## src/hdl/npr_pkg.sv

```systemverilog
// ----------------------------------------------------------------------------
// npr_pkg - node pool scheduler shared definitions
// Widths, command and operation codes, and the structs that the sequencer
// broadcasts to the slot cells and that the cells hand along the chain.
// ----------------------------------------------------------------------------
package npr_pkg;

	// table geometry
	localparam int NODES  = 16;
	localparam int IDX_W  = (NODES > 1) ? $clog2(NODES) : 1;
	localparam int SLOT_W = 4;
	localparam int TGT_W  = (IDX_W > SLOT_W) ? IDX_W : SLOT_W;

	// field widths
	localparam int CMD_W    = 3;
	localparam int CAP_W    = 16;
	localparam int CORES_W  = 11;
	localparam int MEM_W    = 21;
	localparam int GPUS_W   = 9;
	localparam int NCORES_W = 10;
	localparam int NMEM_W   = 20;
	localparam int NGPUS_W  = 8;
	localparam int AGE_W    = 16;
	localparam int DROP_W   = 5;
	localparam int CFG_W    = 16;
	localparam int CFG_IDX_W = 1;

	// stream word widths
	localparam int S_DATA_W = 104;
	localparam int M_DATA_W = 16;

	// register indexes
	localparam logic [CFG_IDX_W-1:0] REG_JOB_COST = 1'b0;
	localparam logic [CFG_IDX_W-1:0] REG_TIMEOUT  = 1'b1;

	// register reset values
	localparam logic [CFG_W-1:0] JOB_COST_RST = 16'd20;
	localparam logic [CFG_W-1:0] TIMEOUT_RST  = 16'd2000;

	// saturation limits
	localparam logic [AGE_W-1:0] AGE_MAX = '1;

	// command codes
	localparam logic [CMD_W-1:0] CMD_BEAT    = 3'd0;
	localparam logic [CMD_W-1:0] CMD_RESERVE = 3'd1;
	localparam logic [CMD_W-1:0] CMD_RESTORE = 3'd2;
	localparam logic [CMD_W-1:0] CMD_REMOVE  = 3'd3;
	localparam logic [CMD_W-1:0] CMD_TICK    = 3'd4;

	// operation broadcast to every cell
	typedef enum logic [2:0] {
		OP_NONE,
		OP_BEAT,
		OP_RESTORE,
		OP_REMOVE,
		OP_TAKE,
		OP_SCAN_RES,
		OP_SCAN_TICK
	} op_t;

	// sequencer states
	typedef enum logic [2:0] {
		ST_IDLE,
		ST_EXEC,
		ST_SCAN,
		ST_TAKE,
		ST_DONE
	} st_t;

	// broadcast word: operation, heartbeat values, needs and configuration
	typedef struct packed {
		op_t                 op;
		logic [CAP_W-1:0]    cap;
		logic [CORES_W-1:0]  cores;
		logic [MEM_W-1:0]    mem;
		logic [GPUS_W-1:0]   gpus;
		logic [NCORES_W-1:0] need_cores;
		logic [NMEM_W-1:0]   need_mem;
		logic [NGPUS_W-1:0]  need_gpus;
		logic [CFG_W-1:0]    job_cost;
		logic [CFG_W-1:0]    timeout;
	} bcast_t;

	// token handed from cell to cell during a scan
	typedef struct packed {
		logic              vld;
		logic              found;
		logic [CAP_W-1:0]  best_cap;
		logic [IDX_W-1:0]  best_slot;
		logic [DROP_W-1:0] dropped;
	} link_t;

endpackage

```

## src/hdl/npr_cell.sv

```systemverilog
// ----------------------------------------------------------------------------
// npr_cell - one node table slot
// Holds one slot's valid mark, capacity, free resources and age. Applies
// broadcast writes when selected, and when the scan token passes it folds
// its own entry into the worst-fit choice or ages and expires itself.
// ----------------------------------------------------------------------------
module npr_cell (
	input  logic                     clk,
	input  logic                     arst_n,
	input  logic [npr_pkg::IDX_W-1:0] slot_id,
	input  logic                     sel,
	input  npr_pkg::bcast_t          bc,
	input  npr_pkg::link_t           link_i,
	output npr_pkg::link_t           link_o,
	output logic                     valid_o
);
	import npr_pkg::*;

	logic                valid_q;
	logic [AGE_W-1:0]    age_q;
	logic [CAP_W-1:0]    cap_q;
	logic [CORES_W-1:0]  cores_q;
	logic [MEM_W-1:0]    mem_q;
	logic [GPUS_W-1:0]   gpus_q;
	link_t               link_q;
	link_t               link_n;

	logic                elig;
	logic [AGE_W-1:0]    age_inc;
	logic                expire;

	logic [CAP_W:0]      cap_add;
	logic [NCORES_W:0]   cores_add;
	logic [NMEM_W:0]     mem_add;
	logic [NGPUS_W:0]    gpus_add;
	logic [CAP_W-1:0]    cap_rst;
	logic [CORES_W-1:0]  cores_rst;
	logic [MEM_W-1:0]    mem_rst;
	logic [GPUS_W-1:0]   gpus_rst;
	logic [CAP_W-1:0]    cap_sub;
	logic [CORES_W-1:0]  cores_sub;
	logic [MEM_W-1:0]    mem_sub;
	logic [GPUS_W-1:0]   gpus_sub;

	// eligibility for a reserve; an unknown (negative) resource never blocks
	assign elig = valid_q && (cap_q >= bc.job_cost)
		&& (cores_q[CORES_W-1] || (cores_q[NCORES_W-1:0] >= bc.need_cores))
		&& (mem_q[MEM_W-1] || (mem_q[NMEM_W-1:0] >= bc.need_mem))
		&& (gpus_q[GPUS_W-1] || (gpus_q[NGPUS_W-1:0] >= bc.need_gpus));

	// ageing with saturation, expiry past the timeout
	assign age_inc = (age_q == AGE_MAX) ? age_q : age_q + AGE_W'(1);
	assign expire  = valid_q && (age_inc > bc.timeout);

	// restore: saturating adds
	assign cap_add   = {1'b0, cap_q} + {1'b0, bc.job_cost};
	assign cores_add = {1'b0, cores_q[NCORES_W-1:0]} + {1'b0, bc.need_cores};
	assign mem_add   = {1'b0, mem_q[NMEM_W-1:0]} + {1'b0, bc.need_mem};
	assign gpus_add  = {1'b0, gpus_q[NGPUS_W-1:0]} + {1'b0, bc.need_gpus};
	assign cap_rst   = cap_add[CAP_W] ? '1 : cap_add[CAP_W-1:0];
	assign cores_rst = {1'b0, cores_add[NCORES_W] ? {NCORES_W{1'b1}}
		: cores_add[NCORES_W-1:0]};
	assign mem_rst   = {1'b0, mem_add[NMEM_W] ? {NMEM_W{1'b1}} : mem_add[NMEM_W-1:0]};
	assign gpus_rst  = {1'b0, gpus_add[NGPUS_W] ? {NGPUS_W{1'b1}}
		: gpus_add[NGPUS_W-1:0]};

	// reserve: subtract with a floor at zero
	assign cap_sub   = (cap_q > bc.job_cost) ? cap_q - bc.job_cost : '0;
	assign cores_sub = {1'b0, (cores_q[NCORES_W-1:0] > bc.need_cores)
		? cores_q[NCORES_W-1:0] - bc.need_cores : {NCORES_W{1'b0}}};
	assign mem_sub   = {1'b0, (mem_q[NMEM_W-1:0] > bc.need_mem)
		? mem_q[NMEM_W-1:0] - bc.need_mem : {NMEM_W{1'b0}}};
	assign gpus_sub  = {1'b0, (gpus_q[NGPUS_W-1:0] > bc.need_gpus)
		? gpus_q[NGPUS_W-1:0] - bc.need_gpus : {NGPUS_W{1'b0}}};

	// fold this slot into the passing token
	always_comb begin
		link_n = link_i;
		if (link_i.vld) begin
			if (bc.op == OP_SCAN_RES && elig && (!link_i.found || cap_q > link_i.best_cap)) begin
				link_n.found     = 1'b1;
				link_n.best_cap  = cap_q;
				link_n.best_slot = slot_id;
			end
			if (bc.op == OP_SCAN_TICK && expire) begin
				link_n.dropped = link_i.dropped + DROP_W'(1);
			end
		end
	end

	// hand the token to the next cell
	always_ff @(posedge clk or negedge arst_n) begin
		if (!arst_n) begin
			link_q <= '0;
		end else begin
			link_q <= link_n;
		end
	end

	// valid mark and age
	always_ff @(posedge clk or negedge arst_n) begin
		if (!arst_n) begin
			valid_q <= 1'b0;
			age_q   <= '0;
		end else begin
			unique case (bc.op)
				OP_BEAT: begin
					if (sel) begin
						valid_q <= 1'b1;
						age_q   <= '0;
					end
				end
				OP_REMOVE: begin
					if (sel) begin
						valid_q <= 1'b0;
					end
				end
				OP_SCAN_TICK: begin
					if (link_i.vld && valid_q) begin
						age_q <= age_inc;
						if (expire) begin
							valid_q <= 1'b0;
						end
					end
				end
				default: begin
				end
			endcase
		end
	end

	// slot contents
	always_ff @(posedge clk) begin
		unique case (bc.op)
			OP_BEAT: begin
				if (sel) begin
					cap_q   <= bc.cap;
					cores_q <= bc.cores;
					mem_q   <= bc.mem;
					gpus_q  <= bc.gpus;
				end
			end
			OP_RESTORE: begin
				if (sel && valid_q) begin
					cap_q <= cap_rst;
					if (!cores_q[CORES_W-1]) cores_q <= cores_rst;
					if (!mem_q[MEM_W-1])     mem_q   <= mem_rst;
					if (!gpus_q[GPUS_W-1])   gpus_q  <= gpus_rst;
				end
			end
			OP_TAKE: begin
				if (sel) begin
					cap_q <= cap_sub;
					if (!cores_q[CORES_W-1]) cores_q <= cores_sub;
					if (!mem_q[MEM_W-1])     mem_q   <= mem_sub;
					if (!gpus_q[GPUS_W-1])   gpus_q  <= gpus_sub;
				end
			end
			default: begin
			end
		endcase
	end

	assign link_o  = link_q;
	assign valid_o = valid_q;

endmodule

```

## config.mk

```make
export PLATFORM = sky130hd
export DESIGN_NAME = npr_cell
export DESIGN_NICKNAME = d
export VERILOG_FILES = /design/src/hdl/npr_pkg.sv /design/src/hdl/npr_cell.sv
export SDC_FILE = /design/constraint.sdc
export NUM_CORES = 1
export LEC_CHECK = 0
export BUFFER_PORTS_ARGS = -buffer_cell sky130_fd_sc_hd__buf_2
export CORE_UTILIZATION = 25
export DETAILED_ROUTE_END_ITERATION = 10
export PLACE_DENSITY = 0.51
export SLEW_MARGIN = 30
export SYNTH_ARGS = -nofsm -noshare
export SYNTH_HDL_FRONTEND = slang
export SYNTH_SLANG_ARGS = --single-unit
```

## constraint.sdc

```tcl
create_clock -name clk -period 6.1 [get_ports clk]
set_clock_uncertainty 0.05 [all_clocks]
set_input_delay 0.305 -clock clk [delete_from_list [all_inputs] [get_ports clk]]
set_output_delay 0.305 -clock clk [all_outputs]
set_load 0.01 [all_outputs]
```

=== Word level (Yosys, flattened, before mapping) ===
Index checks and enable logic that the tools add are counted.

* Shift-type cells: 0
* Equality and inequality tests: 19
* Multiplexer cells: 42
* Reduce and logical (&&, ||, !) cells: 24
* Order comparisons: 10
* Bitwise operators: 0
* $mul: 0
* Add/sub/neg operators: 10
* Divide/modulo/power cells: 0

{| class="wikitable"
|+ Operators by type and width
! cell !! number
|-
| 16-bit 2-to-1 mux || 8
|-
| 21-bit 2-to-1 mux || 6
|-
| 21-bit one-hot mux with 3 select lines || 1
|-
| 11-bit 2-to-1 mux || 5
|-
| 16-bit greater-than comparator || 3
|-
| 16-bit one-hot mux with 3 select lines || 1
|-
| 9-bit 2-to-1 mux || 5
|-
| 20-bit 2-to-1 mux || 2
|-
| 11-bit one-hot mux with 3 select lines || 1
|-
| 16-bit one-hot mux with 2 select lines || 1
|-
| 9-bit one-hot mux with 3 select lines || 1
|-
| 26-bit 2-to-1 mux || 1
|-
| 2-bit != test (second input constant) || 11
|-
| 20-bit by 20-bit adder with 21-bit output || 1
|-
| 20-bit greater-or-equal comparator || 1
|-
| 20-bit greater-than comparator || 1
|-
| 10-bit 2-to-1 mux || 2
|-
| 20-bit subtractor || 1
|-
| 6-bit AND reduction || 3
|-
| 16-bit by 16-bit adder with 17-bit output || 1
|-
| 16-bit by 1-bit adder with 16-bit output (second input constant) || 1
|-
| 16-bit equality test (second input constant) || 1
|-
| 16-bit greater-or-equal comparator || 1
|-
| 8-bit 2-to-1 mux || 2
|-
| other kinds (25) || 44
|}

* Word-level logic and storage cells: 119
* Output and inout bits: 28
* Bits of input ports: 164
* ROM bits: 0
* Bits in latches: 0
* Register bits: 101
* Memories: 0
* Bits in writable memories: 0

=== Longest topological paths before layout ===
Gate-level depths: netlist of run 1.

* Depth in word-level cells: 9
* Gate-level depth with buffers: 16
* Mapped depth without buffers: 16

=== Worst setup path before layout of run 1 ===
Ideal clock, no wire load.

* Path type: flip-flop to flip-flop
* Start: register age_q[0]
* End: register link_q (netlist bit link_o[1])
* Cell stages (with the launch flop): 13
* Clock period less this slack: 3703 ps
* Slack: 2397 ps
* Arrival time: 3529 ps
* Buffers on the path: 0
* Path through: dfrtp_1 -> ha_1 -> nand4_1 -> nor4_2 -> nand4_1 -> and3_1 -> and3_1 -> xor2_1 -> ha_1 -> nand4_1 -> a21o_1 -> a311oi_1 -> mux2_2

{| class="wikitable"
|+ RTL lines
! item !! RTL line !! text
|-
| start: declaration || npr_cell.sv:20 || <nowiki>logic [AGE_W-1:0] age_q;</nowiki>
|-
| start signal: assignment || npr_cell.sv:120 || <nowiki>age_q <= age_inc;</nowiki>
|-
| end signal: assignment || npr_cell.sv:96 || <nowiki>link_q <= link_n;</nowiki>
|-
| end: declaration || npr_cell.sv:25 || <nowiki>link_t link_q;</nowiki>
|}

==> flow_summary.yaml, run 1 <==
outcome:
  status: "finished, final reports clean"
logic_synthesis:
  syn_inst: 1274
  yosysSeqAreaShare: 0.259
  synth_area_per_cell_um2: 8.53
  synth-edff-count: 57
  synth_top_area_cell: "ha_1"
  synth_cell_types: 74
  synth_top_flop_cell: "edfxtp_1"
  ys_top_cells_by_area: "ha_1 (16%), edfxtp_1 (16%), dfrtp_1 (10%), a21oi_1 (5.5%), inv_1 (5.0%)"
  synthesis.area_um2: 10900
  netlist.area_leader.share: 0.164
  async_flop_share: 0.436
  synth-seq-cells: 101
  ys_warn_count: 0
  synthesis.nets: 1588
die:
  row_count: 76
  io-pin-count: 192
  dieWidth_um: 210
  coreArea_um2: 43000
  start_util: 0.253
  dieArea_um2: 44300
  die_h_um: 210
sta:
  setup_viol: 0
  tightestPinTransition_ps: 945
  final-hold-violation-count: 0
  rsz0062_at_grt: "no"
  period_needed_ps: 4180
  period_share: 0.686
  holdWs_ps: 56.7
  max_slew_margin: 0.370
  fmax_mhz: 239
  finalMaxSlewViolations: 0
  tns_ps: 0
power_and_ir_drop:
  p_sw_frac: 0.346
  power_density_nw_per_um2: 167
  sequentialPowerShare: 0.368
  ir_drop_mv: 0.105
  p_comb_frac: 0.324
  pwr-share-clk: 0.309
  p_sw_w: 0.000737
  p_leak_nw: 5.86
  power.internal_w: 0.00139
cells_and_area:
  nets: 1749
  fillCellCount: 4695
  drive_gt1_frac: 0.181
  multiInputGateArea_um2: 7290
  design_area_um2: 12800
  syn2layout_area_growth_pct: 17.4
  utilization: 0.297
  seq_area_um2: 2810
critical_path:
  crit_fanout: 10
  worstPathRequired_ps: 6320
  crit_path_end_kind: "register"
  criticalPathCategory: "reg2reg"
  arrival_ps: 4400
  cp-start-kind: "register"
grt:
  grt_overflow: 0
  grt_pass1_wl_um: 53700
  antenna_found_initial: 6
  gr-usage-all-layers: 0.154
  grt_max_degree: 45
  grt_pass1_vias: 9893
drt:
  vias: 10000
  ant_nets: 0
  routed_wire_length_per_instance_um: 16.8
  vias_per_cell: 4.95
  drt_iter0_drc: 668
  drt-total-wl_um: 34100
  drc_errors: 0
  dr.pass1.iters: 5
clocking:
  cts-htree-levels: 3
  numCtsBuffers: 9
  cts_setup_buffers: 0
  cts_buffer_depth: 2
  clkSinkCount: 101
  cts_root_buffer: "clkbuf_16"
  clkSlewWorstSetupHoldPaths_ps: 70
  tritoncts: "built"
  clkLatencyLatePin_ps: 390
placement:
  io_buffers: 191
  dpl_cell_area_um2: 12400
  gp_congestion: 0.858
  hpwl_um: 26400
min_path:
  min_path_type: "in2reg"
run:
  cap_violations: 0
## per-layer routing
metal,global-route usage,wire length (um),vias up
met2,0.247,15400,277
met3,0.0294,1900,32
met4,0.0490,658,4
li1,-,-,4967
met5,0,27,-
met1,0.208,16100,4762
## registers in the layout (all words and copies together), names as in the netlist
signal,count
mem_q,21
age_q,16
cap_q,16
valid_o,1
cores_q,11
gpus_q,9
link_o,27
## critical path, cell delays in order, from the launching register on
cell and delay (ps):
dfrtp_1 410, ha_1 210, nand4_1 220, nor4_2 340, nand4_1 470, and3_1 420, and3_1 230, xor2_1 160
ha_1 300, a21oi_1 70, nor2b_1 110, o21ai_0 100, a311oi_2 560, mux2_2 390
## final timing paths
check | start | cells past startpoint | slack, ps | endpoint
max in group asynchronous | arst_n | 2 | 5180 | link_o[5]
worst max-delay path | age_q[0] | 13 | 1920 | link_o[1]
worst min-delay path | link_i[4] | 2 | 60 | link_o[4]
worst min register to register | age_q[7] | 1 | 480 | age_q[7]
worst max register to register | age_q[0] | 13 | 1920 | link_o[1]
min in group asynchronous | arst_n | 2 | 410 | age_q[15]
## cell usage after synthesis, drive strengths merged (19+ instances only)
cell and n:
nand2 79, mux2 20, ha 142, a21oi 119, xnor2 55, inv 149
nor2 93, a21o 20, o21bai 20, nand2b 19, edfxtp 57, a221o 32
nand4 24, dfrtp 44, o21ai 66, clkbuf 37, nand3 26
## cell families (layout without fill, tap and decap cells)
kind of cell | Yosys count | after routing | synth area share
AOI/OAI and AO/OA | 406 | 406 | 0.259
other | 0 | 5 | 0
muxes | 23 | 23 | 0.0301
adders and majority gates | 150 | 150 | 0.178
DFF | 101 | 101 | 0.259
xor gates and xnor gates | 67 | 67 | 0.0540
buffers and inverters | 200 | 366 | 0.0723
and+or+nand+nor | 327 | 327 | 0.147
## what timing repair did
action | in CTS | in global routing
hold endpoints to repair | 45 | 0
hold buffers | 2 | 0
gates resized for setup | 0 | 0
## layout by cell type, fill, tap and decap left out, drive strengths merged, types with 19 or more instances in the layout
master  synthesis  final
nand2          79     79
inv           149    150
dfrtp          44     44
mux2           20     20
o21bai         20     20
nand2b         19     19
nor2           93     93
a221o          32     32
o21ai          66     66
nand4          24     24
buf            14    199
a21o           20     20
a21oi         119    119
xnor2          55     55
ha            142    142
nand3          26     26
edfxtp         57     57
## through the flow
stage / std cells / setup slack (ps) / total power [W]
finish: 2030 / 1920 / 0.00213
global route: 2027 / 1600 / 0.00227
CTS: 2025 / 1590 / 0.00216
detailed placement: 2007 / 1600 / 0.00149
global placement: 2007 / 1730 / 0.00148
floorplan: 1274 / 2400 / 0.00127
## layout make-up
type	instances	area share
multi-input cells	973	0.572
repair buffers	201	0.0814
flip-flops and latches	101	0.220
diodes	5	0.000981
inverters	149	0.0438
clock buffers	14	0.0233
clock inverters	2	0.000883
well taps	585	0.0574
## power groups by stage
| stage | clock, W | combinational [W] | sequential, W |
|---|---|---|---|
| finish | 0.000658 | 0.000690 | 0.000784 |
| global placement | 0 | 0.000682 | 0.000798 |
| CTS | 0.000688 | 0.000693 | 0.000784 |
| floorplan | 0 | 0.000472 | 0.000797 |
| global route | 0.000706 | 0.000774 | 0.000789 |
| detailed placement | 0 | 0.000686 | 0.000799 |
(Power assumes the default switching activity.)
==> run 2, diff against run 1 <==
--- a/config.mk
+++ b/config.mk
@@ -5,6 +5,7 @@
 export SDC_FILE = /design/constraint.sdc
 export NUM_CORES = 1
 export LEC_CHECK = 0
+export ABC_AREA = 1
 export BUFFER_PORTS_ARGS = -buffer_cell sky130_fd_sc_hd__buf_2
 export CORE_UTILIZATION = 25
 export DETAILED_ROUTE_END_ITERATION = 10
==> constraint.sdc (replaced) <==
create_clock -name clk -period 4.4 [get_ports clk]
set_clock_uncertainty 0.05 [all_clocks]
set_input_delay 0.22 -clock clk [delete_from_list [all_inputs] [get_ports clk]]
set_output_delay 0.22 -clock clk [all_outputs]
set_load 0.01 [all_outputs]
==> flow_summary.yaml, run 2 <==
outcome:
  status: "finished, final reports clean"
logic_synthesis:
  ys_warn_count: 0
  syn_inst: 1965
  synth_area_per_cell_um2: 6.36
  ys_top_cells_by_area: "nand2_1 (18%), ha_1 (14%), edfxtp_1 (14%), inv_1 (9.3%), dfrtp_1 (8.8%)"
  synth-edff-count: 57
  synth-seq-cells: 101
  synth_most_common_cell: "nand2_1"
  synth.top_cells.by_count: "nand2_1 (595), inv_1 (309), nand3_1 (189), nor2_1 (157), ha_1 (142)"
  netlist.area_leader.share: 0.179
  synth_cell_types: 43
  synth_top_flop_cell: "edfxtp_1"
  async_flop_share: 0.436
  synth_top_area_cell: "nand2_1"
  synthesis.area_um2: 12500
  yosysSeqAreaShare: 0.225
  synthesis.nets: 2279
grt:
  gr-usage-met3: 0.0221
  grt_overflow: 0
  antenna_found_initial: 4
  grt-busiest-layer: "met2"
  gr-usage-all-layers: 0.176
  grtUsageMet1: 0.239
  grt_pass1_vias: 13000
  grt_pass1_wl_um: 70000
  grt_max_degree: 54
  use_met2: 0.290
sta:
  rsz0062_at_grt: "no"
  fmax_mhz: 296
  tns_ps: 0
  finalMaxSlewViolations: 0
  period_share: 0.768
  max_slew_margin: 0.429
  tightestPinTransition_ps: 857
  period_needed_ps: 3380
  setup_viol: 0
  setup_ws_ps: 1020
  final-hold-violation-count: 0
critical_path:
  arrival_ps: 3650
  worst-r2r-setup-slack_ps: 1020
  r2r_start: "mem_q[0]"
  r2r-end: "link_o[8]"
  critPathLaunch: "mem_q[0]"
  worstPathRequired_ps: 4670
  crit_fanout: 20
  cp-start-kind: "register"
  crit_path_end_kind: "register"
  r2r.worst_path.cells: 14
  criticalPathCategory: "reg2reg"
cells_and_area:
  largest_reg_flops: 27
  nets: 2469
  syn2layout_area_growth_pct: 17.4
  multiInputGateArea_um2: 8250
  drive_gt1_frac: 0.116
  fillCellCount: 5503
  final_cell_mix: "nand2_1 (595), inv_1 (309), buf_2 (190), nand3_1 (189), nor2_1 (156)"
  final_common_cell: "nand2_1"
  seq_area_um2: 2810
clocking:
  clkLatencyLatePin_ps: 390
  numCtsBuffers: 9
  clkSlewWorstSetupHoldPaths_ps: 80
  clkSinkCount: 101
  cts-htree-levels: 3
  cts_root_buffer: "clkbuf_16"
  tritoncts: "built"
  cts_setup_buffers: 0
  cts_buffer_depth: 2
drt:
  routed_wire_length_per_instance_um: 15.7
  ant_nets: 0
  drt_iter0_drc: 886
  drc_errors: 0
  vias: 13100
  dr.pass1.iters: 5
  vias_per_cell: 4.63
  drt-total-wl_um: 44500
placement:
  hpwl_um: 36100
  gp_congestion: 0.944
  io_buffers: 191
  pre_cts_ws_ps: 1070
min_path:
  hold-path-endpoint: "link_o[6]"
  min_from: "slot_id[1]"
  min_path_type: "in2reg"
  holdPathStages: 3
die:
  io-pin-count: 192
  die_h_um: 226
  dieArea_um2: 50900
  start_util: 0.254
  row_count: 81
  dieWidth_um: 226
  coreArea_um2: 49200
run:
  cap_violations: 0
power_and_ir_drop:
  ir_drop_mv: 0.166
  p_leak_nw: 7.76
  power_density_nw_per_um2: 241
-- run 2: cell count changes in the layout (fill, tap and decap cells not counted), sizes merged, moves of 18 or more --
cell         delta
xnor2          -50
nor2b          -18
xor2           +42
o21ai          +22
mux2           -20
inv           +171
nand2         +518
nand2b         -18
nor2           +74
nand3         +167
a221o          -32
dlygate4sd3    +25
-- run 2: what timing repair did --
item | CTS | global route
endpoints found under the setup margin | 0 | 0
gates resized for setup | 0 | 0
hold buffers | 27 | 0
endpoints found under the hold margin | 67 | 0
-- run 2: through the flow --
| step | hold slack (ps) | instance area [um^2] | util | power [W] | instances |
|---|---|---|---|---|---|
| after floorplan | -126 | 12500 | - | 0.00219 | 1965 |
| after global placement | 336 | 14100 | 0.287 | 0.00265 | 2781 |
| after detailed placement | 225 | 14100 | 0.287 | 0.00266 | 2781 |
| after CTS | 5.48 | 14700 | 0.298 | 0.00358 | 2824 |
| after global routing | 17.9 | 14700 | 0.299 | 0.00382 | 2828 |
| final | 27.8 | 14700 | 0.299 | 0.00354 | 2828 |
-- run 2: layer usage --
metal | share of wire | up-vias | wire length, um
met5 | 0 | - | 0
met4 | 0.018 | 0 | 806
met3 | 0.034 | 40 | 1520
met2 | 0.46 | 305 | 20700
met1 | 0.48 | 6063 | 21500
li1 | - | 6699 | -
-- run 2: final cells by class --
cell class	instances	share of cell area
Clock inverter	4	0.00196
Antenna cell	4	0.000682
Clock buffer	12	0.0176
Inverter	320	0.0818
Tap cell	664	0.0566
Multi-Input combinational cell	1497	0.562
Timing Repair Buffer	226	0.0878
Sequential cell	101	0.192
-- run 2: worst max-delay path by stage --
stage	end	slack, ps	cells after the start
after global routing	link_o[1]	630	19
after floorplan	mem_q[0]	1000	9
final	link_o[8]	1020	14
after CTS	link_o[7]	1020	14
after detailed placement	link_o[1]	1070	18
after global placement	link_o[1]	1230	18
-- run 2: logic make-up (layout without fill, tap and decap cells) --
kind of cell / after synthesis / in the layout / synth area share
adders and majority gates: 150 / 150 / 0.155
AOI/OAI and AO/OA: 243 / 243 / 0.106
and+or+nand+nor: 1045 / 1045 / 0.356
xor gates and xnor gates: 59 / 59 / 0.0413
buffers and inverters: 367 / 562 / 0.117
other: 0 / 4 / 0
DFF: 101 / 101 / 0.225
-- run 2: power by group --
group	internal (W)	total, W	leakage, nW	switching (W)
logic	0.000524	0.00153	6.53	0.00101
clock network	0.000425	0.000875	0.143	0.000450
registers	0.00109	0.00114	1.09	0.0000521
-- run 2: worst max-delay path: stages (launching register included) --
cell and delay (ps):
edfxtp_1 390, inv_1 70, ha_1 160, inv_1 90, fa_1 490, nand2_1 120
nor2_1 40, nor2_1 370, nand3b_1 220, nand4_1 230, nand3_1 150, buf_4 260
nand2_1 70, nand2_1 60, dlygate4sd3_1 540
==> run 3, diff against run 2 <==
--- a/config.mk
+++ b/config.mk
@@ -9,7 +9,7 @@
 export BUFFER_PORTS_ARGS = -buffer_cell sky130_fd_sc_hd__buf_2
 export CORE_UTILIZATION = 25
 export DETAILED_ROUTE_END_ITERATION = 10
-export PLACE_DENSITY = 0.51
+export PLACE_DENSITY = 0.52
 export SLEW_MARGIN = 30
 export SYNTH_ARGS = -nofsm -noshare
 export SYNTH_HDL_FRONTEND = slang
==> constraint.sdc (replaced) <==
create_clock -name clk -period 2.99 [get_ports clk]
set_clock_uncertainty 0.05 [all_clocks]
set_input_delay 0.1495 -clock clk [delete_from_list [all_inputs] [get_ports clk]]
set_output_delay 0.1495 -clock clk [all_outputs]
set_load 0.01 [all_outputs]
==> flow_summary.yaml, run 3 (same netlist as run 2, synthesis figures left out) <==
die:
  dieArea_um2: 50900
  row_count: 81
  io-pin-count: 192
  coreArea_um2: 49200
  start_util: 0.254
  dieWidth_um: 226
  die_h_um: 226
run:
  cap_violations: 0
clocking:
  tritoncts: "built"
  cts_root_buffer: "clkbuf_16"
  clkSinkCount: 101
  cts_buffer_depth: 2
  clkLatencyLatePin_ps: 390
  clkSlewWorstSetupHoldPaths_ps: 90
  numCtsBuffers: 9
  cts-htree-levels: 3
power_and_ir_drop:
  ir_drop_mv: 0.227
  power.internal_w: 0.00306
  p_sw_frac: 0.432
  power_density_nw_per_um2: 351
  sequentialPowerShare: 0.314
  p_leak_nw: 8.07
  pwr-share-clk: 0.245
  p_sw_w: 0.00232
  p_comb_frac: 0.441
grt:
  grt_pass1_vias: 13200
  antenna_found_initial: 10
  grt_overflow: 0
  gr-usage-all-layers: 0.181
  grt_max_degree: 54
  grt_pass1_wl_um: 71100
sta:
  tightestPinTransition_ps: 713
  rsz0062_at_grt: "yes"
  fmax_mhz: 351
  period_share: 0.952
  setup_ws_ps: 143
  holdWs_ps: 21.0
  tns_ps: 0
  final-hold-violation-count: 0
  setup_viol: 0
  period_needed_ps: 2850
  max_slew_margin: 0.525
  finalMaxSlewViolations: 0
cells_and_area:
  largest_reg_flops: 27
  drive_gt1_frac: 0.138
  final_cell_mix: "nand2_1 (589), inv_1 (307), buf_2 (190), nand3_1 (188), nor2_1 (151)"
  syn2layout_area_growth_pct: 22.4
  nets: 2527
  final_common_cell: "nand2_1"
  fillCellCount: 5536
drt:
  vias: 13500
  drt_iter0_drc: 832
  drc_errors: 0
  dr.pass1.iters: 5
  vias_per_cell: 4.67
  routed_wire_length_per_instance_um: 15.9
  drt-total-wl_um: 45900
  ant_nets: 0
critical_path:
  arrival_ps: 3080
  criticalPathCategory: "reg2reg"
  crit_fanout: 4
  worstPathRequired_ps: 3230
  cp-start-kind: "register"
  crit_path_end_kind: "register"
  worst-r2r-setup-slack_ps: 140
outcome:
  status: "finished, final reports clean"
placement:
  pre_cts_ws_ps: 10.8
  gp_congestion: 0.951
  hpwl_um: 37300
  io_buffers: 191
min_path:
  min_path_type: "in2reg"
[run 3: worst paths after layout]
check	from	to	depth (start not counted)
setup / recovery	age_q[0]	link_o[2]	18
hold / removal	bc[87]	mem_q[8]	3
setup reg to reg	age_q[0]	link_o[2]	18
hold reg to reg	cap_q[0]	link_o[9]	2
max in group asynchronous	arst_n	age_q[0]	2
min in group asynchronous	arst_n	age_q[9]	2
[run 3: per-layer routing]
metal	share of wire	GRT usage
met5	0.0016	0
met4	0.023	0.0566
met3	0.049	0.0315
met2	0.46	0.300
met1	0.46	0.238
[run 3: power groups by stage]
stage | clock network, W | logic, W | registers, W
final | 0.00132 | 0.00237 | 0.00169
after global routing | 0.00141 | 0.00268 | 0.00170
after CTS | 0.00138 | 0.00233 | 0.00168
after detailed placement | 0 | 0.00225 | 0.00171
after global placement | 0 | 0.00225 | 0.00171
after floorplan | 0 | 0.00152 | 0.00170
[run 3: critical path, stage by stage (launching register included)]
cell	delay, ps
dfrtp_2	430
ha_4	160
nand2_2	50
inv_2	80
nand2_4	60
nor3_4	230
nand4_1	220
inv_1	130
a21oi_2	70
nor2_2	130
ha_1	250
nand2_2	100
nor2_4	40
nand2_2	100
nor2_4	50
a21oi_4	180
buf_6	130
nand4_1	110
xor2_1	180
[run 3: through the flow]
step / total power, W / utilization / instances / cell area, um^2
after floorplan: 0.00322 / - / 1965 / 12500
after global placement: 0.00396 / 0.291 / 2804 / 14300
after detailed placement: 0.00396 / 0.291 / 2804 / 14300
after CTS: 0.00539 / 0.308 / 2872 / 15100
after global routing: 0.00579 / 0.311 / 2883 / 15300
final: 0.00538 / 0.312 / 2885 / 15300
[run 3: area by class of cell]
type	count	area (um^2)	area share
diodes	3	7.51	0.000490
clock buffers	9	225	0.0147
clock inverters	7	76.3	0.00498
inverters	320	1210	0.0788
multi-input cells	1497	8350	0.545
flip-flops and latches	101	2810	0.184
well taps	664	831	0.0543
repair buffers	284	1800	0.118
[run 3: repair_timing]
action / 4_1_cts / 5_1_grt
endpoints found under the hold margin: 91 / 0
hold buffers: 52 / 0
resized for setup: 1 / 33
pin swaps: 0 / 11
buffers inserted: 0 / 10
setup endpoints to repair: 2 / 8
